[src/rtl/core/abs_pkg.sv]
package abs_pkg;

    localparam int TIME_BITS = 32;
    localparam int CMP_BITS  = (TIME_BITS > 32) ? TIME_BITS : 32;
    localparam int ADDR_BITS = 5;

    typedef logic [TIME_BITS-1:0] time_t;
    typedef logic [CMP_BITS-1:0]  cmp_t;

    typedef enum logic [2:0] {
        MODE_WAIT   = 3'd0,
        MODE_IDLE   = 3'd1,
        MODE_SETUP  = 3'd2,
        MODE_SHORT  = 3'd3,
        MODE_LONG   = 3'd4,
        MODE_CSETUP = 3'd5,
        MODE_CWAIT  = 3'd6
    } mode_t;

    typedef enum logic [2:0] {
        REG_RING_LEN        = 3'd0,
        REG_SHORT_INTERVAL  = 3'd1,
        REG_LONG_INTERVAL   = 3'd2,
        REG_COOLDOWN_PERIOD = 3'd3,
        REG_INIT_BELL_COUNT = 3'd4,
        REG_DEBOUNCE_PERIOD = 3'd5
    } reg_idx_t;

    localparam logic [15:0] RING_LEN_RST        = 16'd500;
    localparam logic [31:0] SHORT_INTERVAL_RST  = 32'd1000;
    localparam logic [31:0] LONG_INTERVAL_RST   = 32'd300000;
    localparam logic [31:0] COOLDOWN_PERIOD_RST = 32'd10000;
    localparam logic [7:0]  INIT_BELL_COUNT_RST = 8'd2;
    localparam logic [7:0]  DEBOUNCE_PERIOD_RST = 8'd10;

    localparam logic [7:0] PAT_MASK    = 8'b11000111;
    localparam logic [7:0] PAT_PRESS   = 8'b11000000;
    localparam logic [7:0] PAT_RELEASE = 8'b00000111;

    typedef struct packed {
        logic [31:0] now_ms;
        logic        button_raw;
        logic        ready_raw;
        logic        signal_raw;
    } in_item_t;

    typedef struct packed {
        logic       bell_on;
        logic       alarm_led;
        logic       silent_led;
        logic       silent_now;
        logic [2:0] mode;
    } out_item_t;

endpackage

[src/rtl/core/alarm_bell_sequencer.sv]
// alarm bell sequencer
// s_ channel: one item per polling pass, carrying the millisecond time and the
// raw active-low button, link ready and alarm pins. m_ channel: one result item
// per pass with bell, alarm LED, silent LED, silent mode and sequencer mode.
// An item is taken into an input register, worked through by compares and
// subtractions, and lands in the result register, which drives m_valid; one
// item is taken every cycle while the receiver does not stall.
// When the receiver stalls, the result register holds and the input register
// fills; s_ready drops only when both are full, so the block takes an item in
// the same cycle that the waiting result is taken.
// Configuration goes through the APB port, registers at byte addresses 0 to 20
// (bell duration, short interval, long interval, cooldown, initial bell count,
// debounce period); write them only while no item is in flight. Reads return
// the register value, pready is always high.
// aresetn (synchronous, active low) empties both registers, loads the default
// configuration and puts the sequencer into waiting for the link.
module alarm_bell_sequencer (
    input  logic                           aclk,
    input  logic                           aresetn,
    input  logic                           s_valid,
    output logic                           s_ready,
    input  abs_pkg::in_item_t              s_item,
    output logic                           m_valid,
    input  logic                           m_ready,
    output abs_pkg::out_item_t             m_item,
    input  logic                           psel,
    input  logic                           penable,
    input  logic                           pwrite,
    input  logic [abs_pkg::ADDR_BITS-1:0]  paddr,
    input  logic [31:0]                    pwdata,
    output logic [31:0]                    prdata,
    output logic                           pready
);
    import abs_pkg::*;

    logic [15:0] ring_len_reg;
    logic [31:0] short_interval_reg;
    logic [31:0] long_interval_reg;
    logic [31:0] cooldown_period_reg;
    logic [7:0]  init_bell_count_reg;
    logic [7:0]  debounce_period_reg;

    logic      in_valid_reg;
    in_item_t  in_item_reg;
    logic      out_valid_reg;
    out_item_t out_item_reg;
    logic      advance;

    mode_t     mode_reg, mode_next;
    logic [7:0] bells_left_reg, bells_left_next;
    time_t     prev_ding_reg, prev_ding_next;
    time_t     cool_origin_reg, cool_origin_next;
    time_t     last_sample_reg, last_sample_next;
    logic [7:0] history_reg, history_next;
    logic      key_held_reg, key_held_next;
    logic      silent_reg, silent_next;
    logic      bell_reg, bell_next;
    logic      alarm_led_reg, alarm_led_next;

    reg_idx_t  reg_idx;
    logic      cfg_write;

    time_t     now;
    logic      ready_in, alarm_in;
    cmp_t      dt_bell, dt_sample, dt_cool;
    logic      bell_end, sample, press, release_hit;
    logic [7:0] shifted, masked, bells_dec;
    logic      ding_short, ding_long, ding;

    // configuration port
    assign pready    = 1'b1;
    assign reg_idx   = reg_idx_t'(paddr[ADDR_BITS-1:2]);
    assign cfg_write = psel && penable && pwrite && pready;

    always_ff @(posedge aclk) begin
        if (!aresetn) begin
            ring_len_reg        <= RING_LEN_RST;
            short_interval_reg  <= SHORT_INTERVAL_RST;
            long_interval_reg   <= LONG_INTERVAL_RST;
            cooldown_period_reg <= COOLDOWN_PERIOD_RST;
            init_bell_count_reg <= INIT_BELL_COUNT_RST;
            debounce_period_reg <= DEBOUNCE_PERIOD_RST;
        end else if (cfg_write) begin
            unique case (reg_idx)
                REG_RING_LEN:        ring_len_reg        <= pwdata[15:0];
                REG_SHORT_INTERVAL:  short_interval_reg  <= pwdata;
                REG_LONG_INTERVAL:   long_interval_reg   <= pwdata;
                REG_COOLDOWN_PERIOD: cooldown_period_reg <= pwdata;
                REG_INIT_BELL_COUNT: init_bell_count_reg <= pwdata[7:0];
                REG_DEBOUNCE_PERIOD: debounce_period_reg <= pwdata[7:0];
                default: ;
            endcase
        end
    end

    always_comb begin
        unique case (reg_idx)
            REG_RING_LEN:        prdata = {16'd0, ring_len_reg};
            REG_SHORT_INTERVAL:  prdata = short_interval_reg;
            REG_LONG_INTERVAL:   prdata = long_interval_reg;
            REG_COOLDOWN_PERIOD: prdata = cooldown_period_reg;
            REG_INIT_BELL_COUNT: prdata = {24'd0, init_bell_count_reg};
            REG_DEBOUNCE_PERIOD: prdata = {24'd0, debounce_period_reg};
            default:             prdata = 32'd0;
        endcase
    end

    // item flow
    assign advance = in_valid_reg && (!out_valid_reg || m_ready);
    assign s_ready = !in_valid_reg || advance;
    assign m_valid = out_valid_reg;
    assign m_item  = out_item_reg;

    always_ff @(posedge aclk) begin
        if (!aresetn) begin
            in_valid_reg  <= 1'b0;
            out_valid_reg <= 1'b0;
        end else begin
            if (s_ready) begin
                in_valid_reg <= s_valid;
            end
            if (advance) begin
                out_valid_reg <= 1'b1;
            end else if (m_ready) begin
                out_valid_reg <= 1'b0;
            end
        end
    end

    always_ff @(posedge aclk) begin
        if (s_ready && s_valid) begin
            in_item_reg <= s_item;
        end
        if (advance) begin
            out_item_reg.bell_on    <= bell_next;
            out_item_reg.alarm_led  <= alarm_led_next;
            out_item_reg.silent_led <= silent_reg;
            out_item_reg.silent_now <= silent_next;
            out_item_reg.mode       <= mode_next;
        end
    end

    // one pass
    assign now      = time_t'(in_item_reg.now_ms);
    assign ready_in = !in_item_reg.ready_raw;
    assign alarm_in = !in_item_reg.signal_raw;

    assign dt_bell   = cmp_t'(time_t'(now - prev_ding_reg));
    assign dt_sample = cmp_t'(time_t'(now - last_sample_reg));
    assign dt_cool   = cmp_t'(time_t'(now - cool_origin_reg));

    assign bell_end    = dt_bell >= cmp_t'(ring_len_reg);
    assign sample      = dt_sample > cmp_t'(debounce_period_reg);
    assign shifted     = {history_reg[6:0], in_item_reg.button_raw};
    assign masked      = shifted & PAT_MASK;
    assign press       = masked == PAT_PRESS;
    assign release_hit = key_held_reg && (masked == PAT_RELEASE);

    assign ding_short = (mode_reg == MODE_SHORT) && ready_in && alarm_in
                        && (dt_bell > cmp_t'(short_interval_reg));
    assign ding_long  = (mode_reg == MODE_LONG) && ready_in && alarm_in
                        && (dt_bell > cmp_t'(long_interval_reg));
    assign ding       = ding_short || ding_long;
    assign bells_dec  = bells_left_reg - 8'd1;

    // button debounce and silent toggle
    always_comb begin
        last_sample_next = last_sample_reg;
        history_next     = history_reg;
        key_held_next    = key_held_reg;
        silent_next      = silent_reg;
        if (sample) begin
            last_sample_next = now;
            history_next     = shifted;
            if (press) begin
                key_held_next = 1'b1;
            end else if (release_hit) begin
                key_held_next = 1'b0;
                silent_next   = !silent_reg;
            end
        end
    end

    // sequencer next state
    always_comb begin
        mode_next = mode_reg;
        unique case (mode_reg) inside
            MODE_IDLE: begin
                if (!ready_in) begin
                    mode_next = MODE_WAIT;
                end else if (alarm_in) begin
                    mode_next = MODE_SETUP;
                end
            end
            MODE_SETUP: mode_next = MODE_SHORT;
            MODE_SHORT, MODE_LONG: begin
                if (!ready_in) begin
                    mode_next = MODE_WAIT;
                end else if (!alarm_in) begin
                    mode_next = MODE_CSETUP;
                end else if (ding_short && bells_dec == 8'd0) begin
                    mode_next = MODE_LONG;
                end
            end
            MODE_CSETUP: mode_next = MODE_CWAIT;
            MODE_CWAIT: begin
                if (!ready_in) begin
                    mode_next = MODE_WAIT;
                end else if (dt_cool >= cmp_t'(cooldown_period_reg)) begin
                    mode_next = MODE_IDLE;
                end
            end
            default: mode_next = ready_in ? MODE_IDLE : MODE_WAIT;
        endcase
    end

    // sequencer outputs and timers
    always_comb begin
        alarm_led_next   = alarm_led_reg;
        bells_left_next  = bells_left_reg;
        cool_origin_next = cool_origin_reg;
        prev_ding_next   = prev_ding_reg;
        bell_next        = bell_reg && !bell_end;
        unique case (mode_reg) inside
            MODE_IDLE, MODE_CWAIT: ;
            MODE_SETUP: begin
                alarm_led_next  = 1'b1;
                bells_left_next = init_bell_count_reg;
            end
            MODE_SHORT, MODE_LONG: begin
                if (ready_in && !alarm_in) begin
                    alarm_led_next = 1'b0;
                end
                if (ding_short) begin
                    bells_left_next = bells_dec;
                end
                if (ding) begin
                    prev_ding_next = now;
                    if (!silent_next) begin
                        bell_next = 1'b1;
                    end
                end
            end
            MODE_CSETUP: cool_origin_next = now;
            default: alarm_led_next = 1'b0;
        endcase
    end

    always_ff @(posedge aclk) begin
        if (!aresetn) begin
            mode_reg        <= MODE_WAIT;
            bells_left_reg  <= INIT_BELL_COUNT_RST;
            prev_ding_reg   <= '0;
            cool_origin_reg <= '0;
            last_sample_reg <= '0;
            history_reg     <= '0;
            key_held_reg    <= 1'b0;
            silent_reg      <= 1'b0;
            bell_reg        <= 1'b0;
            alarm_led_reg   <= 1'b0;
        end else if (advance) begin
            mode_reg        <= mode_next;
            bells_left_reg  <= bells_left_next;
            prev_ding_reg   <= prev_ding_next;
            cool_origin_reg <= cool_origin_next;
            last_sample_reg <= last_sample_next;
            history_reg     <= history_next;
            key_held_reg    <= key_held_next;
            silent_reg      <= silent_next;
            bell_reg        <= bell_next;
            alarm_led_reg   <= alarm_led_next;
        end
    end

    a_ready_only_when_full: assert property (@(posedge aclk) disable iff (!aresetn)
        !s_ready |-> in_valid_reg && out_valid_reg)
        else $error("input stalled with a free slot");

    a_setup_lights_alarm: assert property (@(posedge aclk) disable iff (!aresetn)
        advance && mode_reg == MODE_SETUP |=> alarm_led_reg && mode_reg == MODE_SHORT)
        else $error("alarm setup did not enter short bells");

    a_silent_result: assert property (@(posedge aclk) disable iff (!aresetn)
        advance |=> out_item_reg.silent_now == silent_reg && out_item_reg.mode == mode_reg)
        else $error("result item disagrees with state");

    a_silent_no_ring: assert property (@(posedge aclk) disable iff (!aresetn)
        advance && !bell_reg && silent_next |=> !bell_reg)
        else $error("bell raised in silent mode");

endmodule

[config.mk]
export PLATFORM = sky130hd
export DESIGN_NAME = alarm_bell_sequencer
export DESIGN_NICKNAME = d
export VERILOG_FILES = /design/src/rtl/core/abs_pkg.sv /design/src/rtl/core/alarm_bell_sequencer.sv
export SDC_FILE = /design/constraint.sdc
export NUM_CORES = 1
export LEC_CHECK = 0
export ABC_AREA = 0
export ABC_CLOCK_PERIOD_IN_PS = 7450
export BUFFER_PORTS_ARGS = -buffer_cell sky130_fd_sc_hd__buf_2
export CAP_MARGIN = 30
export CORE_MARGIN = 2
export CORE_UTILIZATION = 30
export CTS_CLUSTER_DIAMETER = 100
export DETAILED_ROUTE_END_ITERATION = 8
export GPL_ROUTABILITY_DRIVEN = 0
export GPL_TIMING_DRIVEN = 0
export PLACE_DENSITY = 0.49
export SETUP_SLACK_MARGIN = 0.5
export SLEW_MARGIN = 20
export SYNTH_ARGS = -nofsm -noshare
export SYNTH_HDL_FRONTEND = slang
export SYNTH_SLANG_ARGS = --single-unit
[constraint.sdc]
create_clock -name aclk -period 7.45 [get_ports aclk]
set_input_delay 1.8625 -clock aclk [delete_from_list [all_inputs] [get_ports aclk]]
set_output_delay 1.8625 -clock aclk [all_outputs]
set_load 0.005 [all_outputs]
==> metrics.cfg, run 1 <==
[sta]
hold_violations = 0
relSlewSlack_pct = 32.13
fin_crit_sh_pct = 87.58
rsz0062_at_grt = false
worst_pin_slew_ns = 1.018
skew_ns = 0.01824
holdWs_ns = 0.4533
setup_tns_ns = 0
slew_violations = 0
final.min_clock_period_ns = 6.525
final-setup-viol-count = 0
fmax_mhz = 153.3

[clock_network]
clkLatencyLatePin_ns = 0.56
cts_tree = yes
hold_buffers = 0
numCtsBuffers = 38
clkTransAtPathRegs_ns = 0.06
cts.htree.levels = 2
clock-sinks = 290
clockBufferDepth = 3
cts_root_buf = clkbuf_16

[route]
totalWireLength_um = 70080
drtIter0Drc = 1577
route.detailed.drc = 0
vias = 18650
avgViaCountPerCell = 5.236
routedWlPerCell_um = 19.68
drt_pass1_iterations = 5
ant_nets = 0

[job]
maxCapViolCount = 0

[worst_setup_path]
critPathLaunchType = flop
reg2reg_slack_ns = 0.93
cp-end-kind = flop
timing.rr.end = m_item[2]
cp.arrival_ns = 6.74
r2r-start = now[0]
endpoint = m_item[2]
critPathRequiredTime_ns = 7.67
crit_type = reg -> reg
cp_max_fo = 4
critPathLaunch = now[0]
r2r_cells = 26

[finish]
final_nets = 2969
num-fill-cells = 6875
area_delta_synth_final_pct = 15.31
n_antenna_cell = 0
finalInstanceArea_mm2 = 0.02280
layout-drive-gt1-share_pct = 9.010
ff_latch_area_mm2 = 0.006226
multiInputGateArea_mm2 = 0.01219

[floorplanning]
initial_core_util_pct = 30.19
die_area_mm2 = 0.06799
fp-row-count = 94
core_area_mm2 = 0.06551
die_w_um = 260.7
num_io_pins = 121
die_h_um = 260.7

[synthesis]
synthTopCellsByArea = dfxtp_1, ha_1, a21oi_1
syn_inst = 2511
synth_common_cells = nand2_1, a21oi_1, dfxtp_1
muxShareOfSynthArea_pct = 4.309
yosys.area.top_type = dfxtp_1
ys_seq_elements = 290
synth_compound_area_share_pct = 21.99
async_flop_share_pct = 0
synth.top_cell.area_share_pct = 25.11
syn-num-nets = 2808
synth_simple_gate_area_share_pct = 18.18
netlist_area_mm2 = 0.01978
synth_fa_ha_area_share_pct = 13.91
synth_edf_count = 42
synth_ff_type = dfxtp_1
synthXorXnorAreaFrac_pct = 3.056
yosysSeqAreaShare_pct = 31.48
synth_top_family_by_area = compound AO/OA/AOI/OAI gates
syn_avg_cell_area_um2 = 7.875
ys_warn_count = 0
synth_cell_types = 86
synth_most_common_cell = nand2_1

[run_status]
outcome = finished, final reports clean

[pwr]
ir_worst_vdd_uv = 129.4
power_mw = 4.363
power.density_mw_per_mm2 = 191.4
cellLeakagePower_nw = 8.534

[grt]
grt_overflow = 0
grt_pass1_vias = 18030
grt_pass1_wl_um = 105700
antenna_found_initial = 1
grt_util_all_layers_pct = 20.23
grt_start_max_net_pins = 27

[place]
numPortBuffers = 115
dpl.hpwl_um = 55940
place_area_mm2 = 0.02149

[worst_hold_path]
hold_class = reg -> reg

report_power, final:
group          switching (mW)  internal, mW
combinational           0.505         0.313
sequential             0.0434          1.62
clock                   0.757          1.12
total                    1.31          3.06
how the worst min path moves through the flow:
stage                                start                endpoint  slack, ns  cells after the start
global route           cool_origin_reg[26]     cool_origin_reg[26]       0.47                      2
floorplan              cool_origin_reg[10]     cool_origin_reg[10]       0.44                      2
global placement    short_interval_reg[16]  short_interval_reg[16]       0.44                      2
CTS                 short_interval_reg[16]  short_interval_reg[16]       0.45                      2
detailed placement  short_interval_reg[16]  short_interval_reg[16]       0.45                      2
finish                 cool_origin_reg[21]     cool_origin_reg[21]       0.45                      2
placed cells by master, fill, tap and decap left out, drive strengths merged, types with 9 or more instances in the layout:
master / synthesis / final
nand2: 374 / 374
a21oi: 291 / 291
dfxtp: 248 / 248
inv: 241 / 242
ha: 215 / 215
nor2: 163 / 163
clkbuf: 104 / 157
buf: 19 / 140
o21ai: 126 / 126
a21o: 79 / 79
mux2i: 66 / 66
nand3: 64 / 64
xnor2: 47 / 47
o211ai: 43 / 43
edfxtp: 42 / 42
nand4: 38 / 38
nor3: 28 / 28
nand2b: 24 / 24
xor2: 22 / 22
nor2b: 21 / 21
a31oi: 18 / 18
o21a: 18 / 18
a22oi: 18 / 18
a211oi: 15 / 15
or3: 15 / 15
o21bai: 12 / 12
and3: 12 / 12
o221ai: 9 / 9
a211o: 9 / 9
nor4: 9 / 9
clkinv: 1 / 9
timing repair:
item	CTS	global route
gates cloned	0	0
endpoints found under the setup margin	30	45
buffers inserted	0	0
gates resized for setup	2	10
layer usage:
layer | routed length (um) | global-route usage (%) | part of all wire (%)
met4 | 2395 | 7.492 | 3.4
met5 | 0 | 0 | 0
met2 | 31010 | 32.73 | 44
met1 | 32730 | 27.72 | 47
met3 | 3941 | 2.127 | 5.6
cells by family after synthesis:
kind of cell | count (synthesis)
buffers and inverters | 365
other | 1
adders and majority gates | 218
muxes | 75
xor gates and xnor gates | 69
DFF | 290
AOI/OAI and AO/OA | 702
and+or+nand+nor | 791
cell type report:
cell class | count | area share (%)
multi-input cells | 1856 | 53.46
flip-flops and latches | 290 | 27.30
clock buffers | 53 | 5.098
well taps | 864 | 4.741
inverters | 242 | 3.984
repair buffers | 121 | 2.799
plain buffers | 123 | 2.156
clock inverters | 12 | 0.4554
worst max-delay path, stage by stage, from the launching register on:
cell and delay, ns:
edfxtp_1 0.49, inv_1 0.17, ha_1 0.18, inv_1 0.06
fa_1 0.40, a21o_1 0.18, a21oi_1 0.23, o21bai_1 0.10
a21oi_1 0.27, a21oi_1 0.16, a2111oi_1 0.60, buf_2 0.26
o21ai_0 0.16, a21oi_1 0.27, o21ai_0 0.18, xor2_1 0.22
ha_1 0.22, a21o_1 0.15, a21o_1 0.16, a21o_1 0.16
a21o_1 0.17, a21o_1 0.17, a21o_1 0.17, a21o_1 0.21
a221oi_2 0.40, nand4_1 0.18, o311ai_0 0.28
metrics by stage:
step	util, %	std cells	setup WS (ns)
floorplan	-	2511	2.188
global placement	32.72	3490	0.3164
detailed placement	32.80	3494	0.3731
CTS	34.75	3559	0.5730
global route	34.81	3561	0.5100
finish	34.81	3561	0.9255
(Power assumes the default switching activity.)
==> run 2: changes to the inputs <==
--- a/config.mk
+++ b/config.mk
@@ -9,13 +9,15 @@
 export ABC_CLOCK_PERIOD_IN_PS = 7450
 export BUFFER_PORTS_ARGS = -buffer_cell sky130_fd_sc_hd__buf_2
 export CAP_MARGIN = 30
+export CELL_PAD_IN_SITES_DETAIL_PLACEMENT = 0
+export CELL_PAD_IN_SITES_GLOBAL_PLACEMENT = 1
 export CORE_MARGIN = 2
 export CORE_UTILIZATION = 30
 export CTS_CLUSTER_DIAMETER = 100
 export DETAILED_ROUTE_END_ITERATION = 8
 export GPL_ROUTABILITY_DRIVEN = 0
 export GPL_TIMING_DRIVEN = 0
-export PLACE_DENSITY = 0.49
+export PLACE_DENSITY = 0.6
 export SETUP_SLACK_MARGIN = 0.5
 export SLEW_MARGIN = 20
 export SYNTH_ARGS = -nofsm -noshare
==> metrics.cfg, run 2 (synthesized netlist as in run 1, its figures left out) <==
[worst_setup_path]
critPathLaunch = now[0]
crit_type = reg -> reg
cp_max_fo = 4
reg2reg_slack_ns = 0.87
endpoint = m_item[2]
critPathRequiredTime_ns = 7.84
cp-end-kind = flop
timing.rr.end = m_item[2]
critPathLaunchType = flop
critPathMaxStageDelay_ns = 0.52
r2r-start = now[0]
cp.arrival_ns = 6.97
crit_top_cell = a21o_1
r2r_cells = 25
slowest_stage = edfxtp_1

[clock_network]
postCtsSetupRepairBufs = 0
clkLatencyLatePin_ns = 0.58
clockBufferDepth = 3
hold_buffers = 0
clock-sinks = 290
cts_tree = yes
clkTransAtPathRegs_ns = 0.05
numCtsBuffers = 38
cts.htree.levels = 2
cts_root_buf = clkbuf_16

[sta]
fmax_mhz = 152.1
slew_violations = 0
hold_violations = 0
rsz0062_at_grt = true
final-setup-viol-count = 0
relSlewSlack_pct = 30.93
fin_crit_sh_pct = 88.28
skew_ns = 0.04430
setup_tns_ns = 0
worst_pin_slew_ns = 1.036
final.min_clock_period_ns = 6.577

[pwr]
cellLeakagePower_nw = 8.550
power_frac_comb_pct = 19.3
pwr-share-clk_pct = 42.5
power.density_mw_per_mm2 = 190.9
p_int_mw = 3.010
p_sw_share_pct = 30.94
ir_worst_vdd_uv = 140.3
pwr-share-seq_pct = 38.2
p_switching_mw = 1.348

[route]
drtIter0Drc = 1442
drt_pass1_iterations = 5
ant_nets = 0
route.detailed.drc = 0
vias = 18550
totalWireLength_um = 74430
routedWlPerCell_um = 20.84
avgViaCountPerCell = 5.194

[floorplanning]
die_h_um = 260.7
die_area_mm2 = 0.06799
die_w_um = 260.7
core_area_mm2 = 0.06551
initial_core_util_pct = 30.19
num_io_pins = 121
fp-row-count = 94

[place]
numPortBuffers = 115
dpl.hpwl_um = 59610
place_inst = 3496

[finish]
layout.cells.most_common = nand2_1
num-fill-cells = 6951
stdcell_count = 3571
area_delta_synth_final_pct = 15.43
mostFrequentLayoutCells = nand2_1, a21oi_1, dfxtp_1
final_nets = 2973
post-route-util_pct = 34.84
layout-drive-gt1-share_pct = 9.239

[job]
maxCapViolCount = 0

[grt]
grt_start_max_net_pins = 24
grt_pass1_vias = 18090
grt_overflow = 0
antenna_found_initial = 3
grt_util_all_layers_pct = 21.71
grt_pass1_wl_um = 111200

[run_status]
outcome = finished, final reports clean

[worst_hold_path]
hold_class = reg -> reg

==> run 2: power groups by stage <==
stage               combinational (mW)  sequential (mW)  clock (mW)
finish                           0.841             1.66        1.85
CTS                              0.837             1.66        1.89
global placement                 0.815             1.70           0
detailed placement               0.831             1.70           0
global route                     0.934             1.67        1.95
floorplan                        0.557             1.67           0
==> run 2: what timing repair did <==
item,4_1_cts,5_1_grt
pin swaps,0,0
gates resized for setup,5,6
endpoints found under the setup margin,31,46
==> run 2: per-stage QoR <==
stage          hold WS [ns]  power [mW]  cell area [um2]  setup slack (ns)
2_1_floorplan        0.4363       2.232            19780             2.188
3_3_place_gp         0.4432       2.513            21430            0.2018
3_5_place_dp         0.4467       2.529            21500            0.1674
4_1_cts              0.4542       4.392            22760            0.6321
5_1_grt              0.4704       4.552            22830            0.4029
6_report             0.4544       4.358            22830            0.8734
==> run 2: how the worst min path moves through the flow <==
stage               slack [ns]           startpoint                  end  cells after the start
finish                    0.45   cool_origin_reg[3]   cool_origin_reg[3]                      2
global route              0.47  cool_origin_reg[14]  cool_origin_reg[14]                      2
CTS                       0.45  cool_origin_reg[16]  cool_origin_reg[16]                      2
detailed placement        0.45  cool_origin_reg[16]  cool_origin_reg[16]                      2
global placement          0.44   cool_origin_reg[3]   cool_origin_reg[3]                      2
floorplan                 0.44  cool_origin_reg[10]  cool_origin_reg[10]                      2
==> run 2: metal layers <==
layer | routed length (um) | GRT usage [%] | vias to the layer above
met5 | 13 | 0 | -
met4 | 2025 | 6.190 | 2
met1 | 34520 | 29.32 | 8830
met2 | 34360 | 36.44 | 476
li1 | - | - | 9137
met3 | 3510 | 2.360 | 103
==> run 2: area by class of cell <==
type                    instances  area, um2  area share [%]
plain buffers                 123      493.0           2.160
flip-flops and latches        290       6226           27.27
diodes                          1      2.502         0.01096
multi-input cells            1856      12200           53.46
inverters                     242      908.4           3.979
well taps                     864       1081           4.736
clock buffers                  48       1049           4.593
repair buffers                125      675.6           2.960
clock inverters                22      188.9          0.8277
==> run 2: worst max-delay path, delay by kind of cell (launching register included) <==
family / cells / cell delay [ns]
flip-flops: 1 / 0.52
AO/OA/AOI/OAI: 16 / 3.83
adder cells (fa/ha/maj): 3 / 0.91
AND/OR/NAND/NOR: 1 / 0.19
buffers and inverters: 4 / 0.70
XOR/XNOR: 1 / 0.27
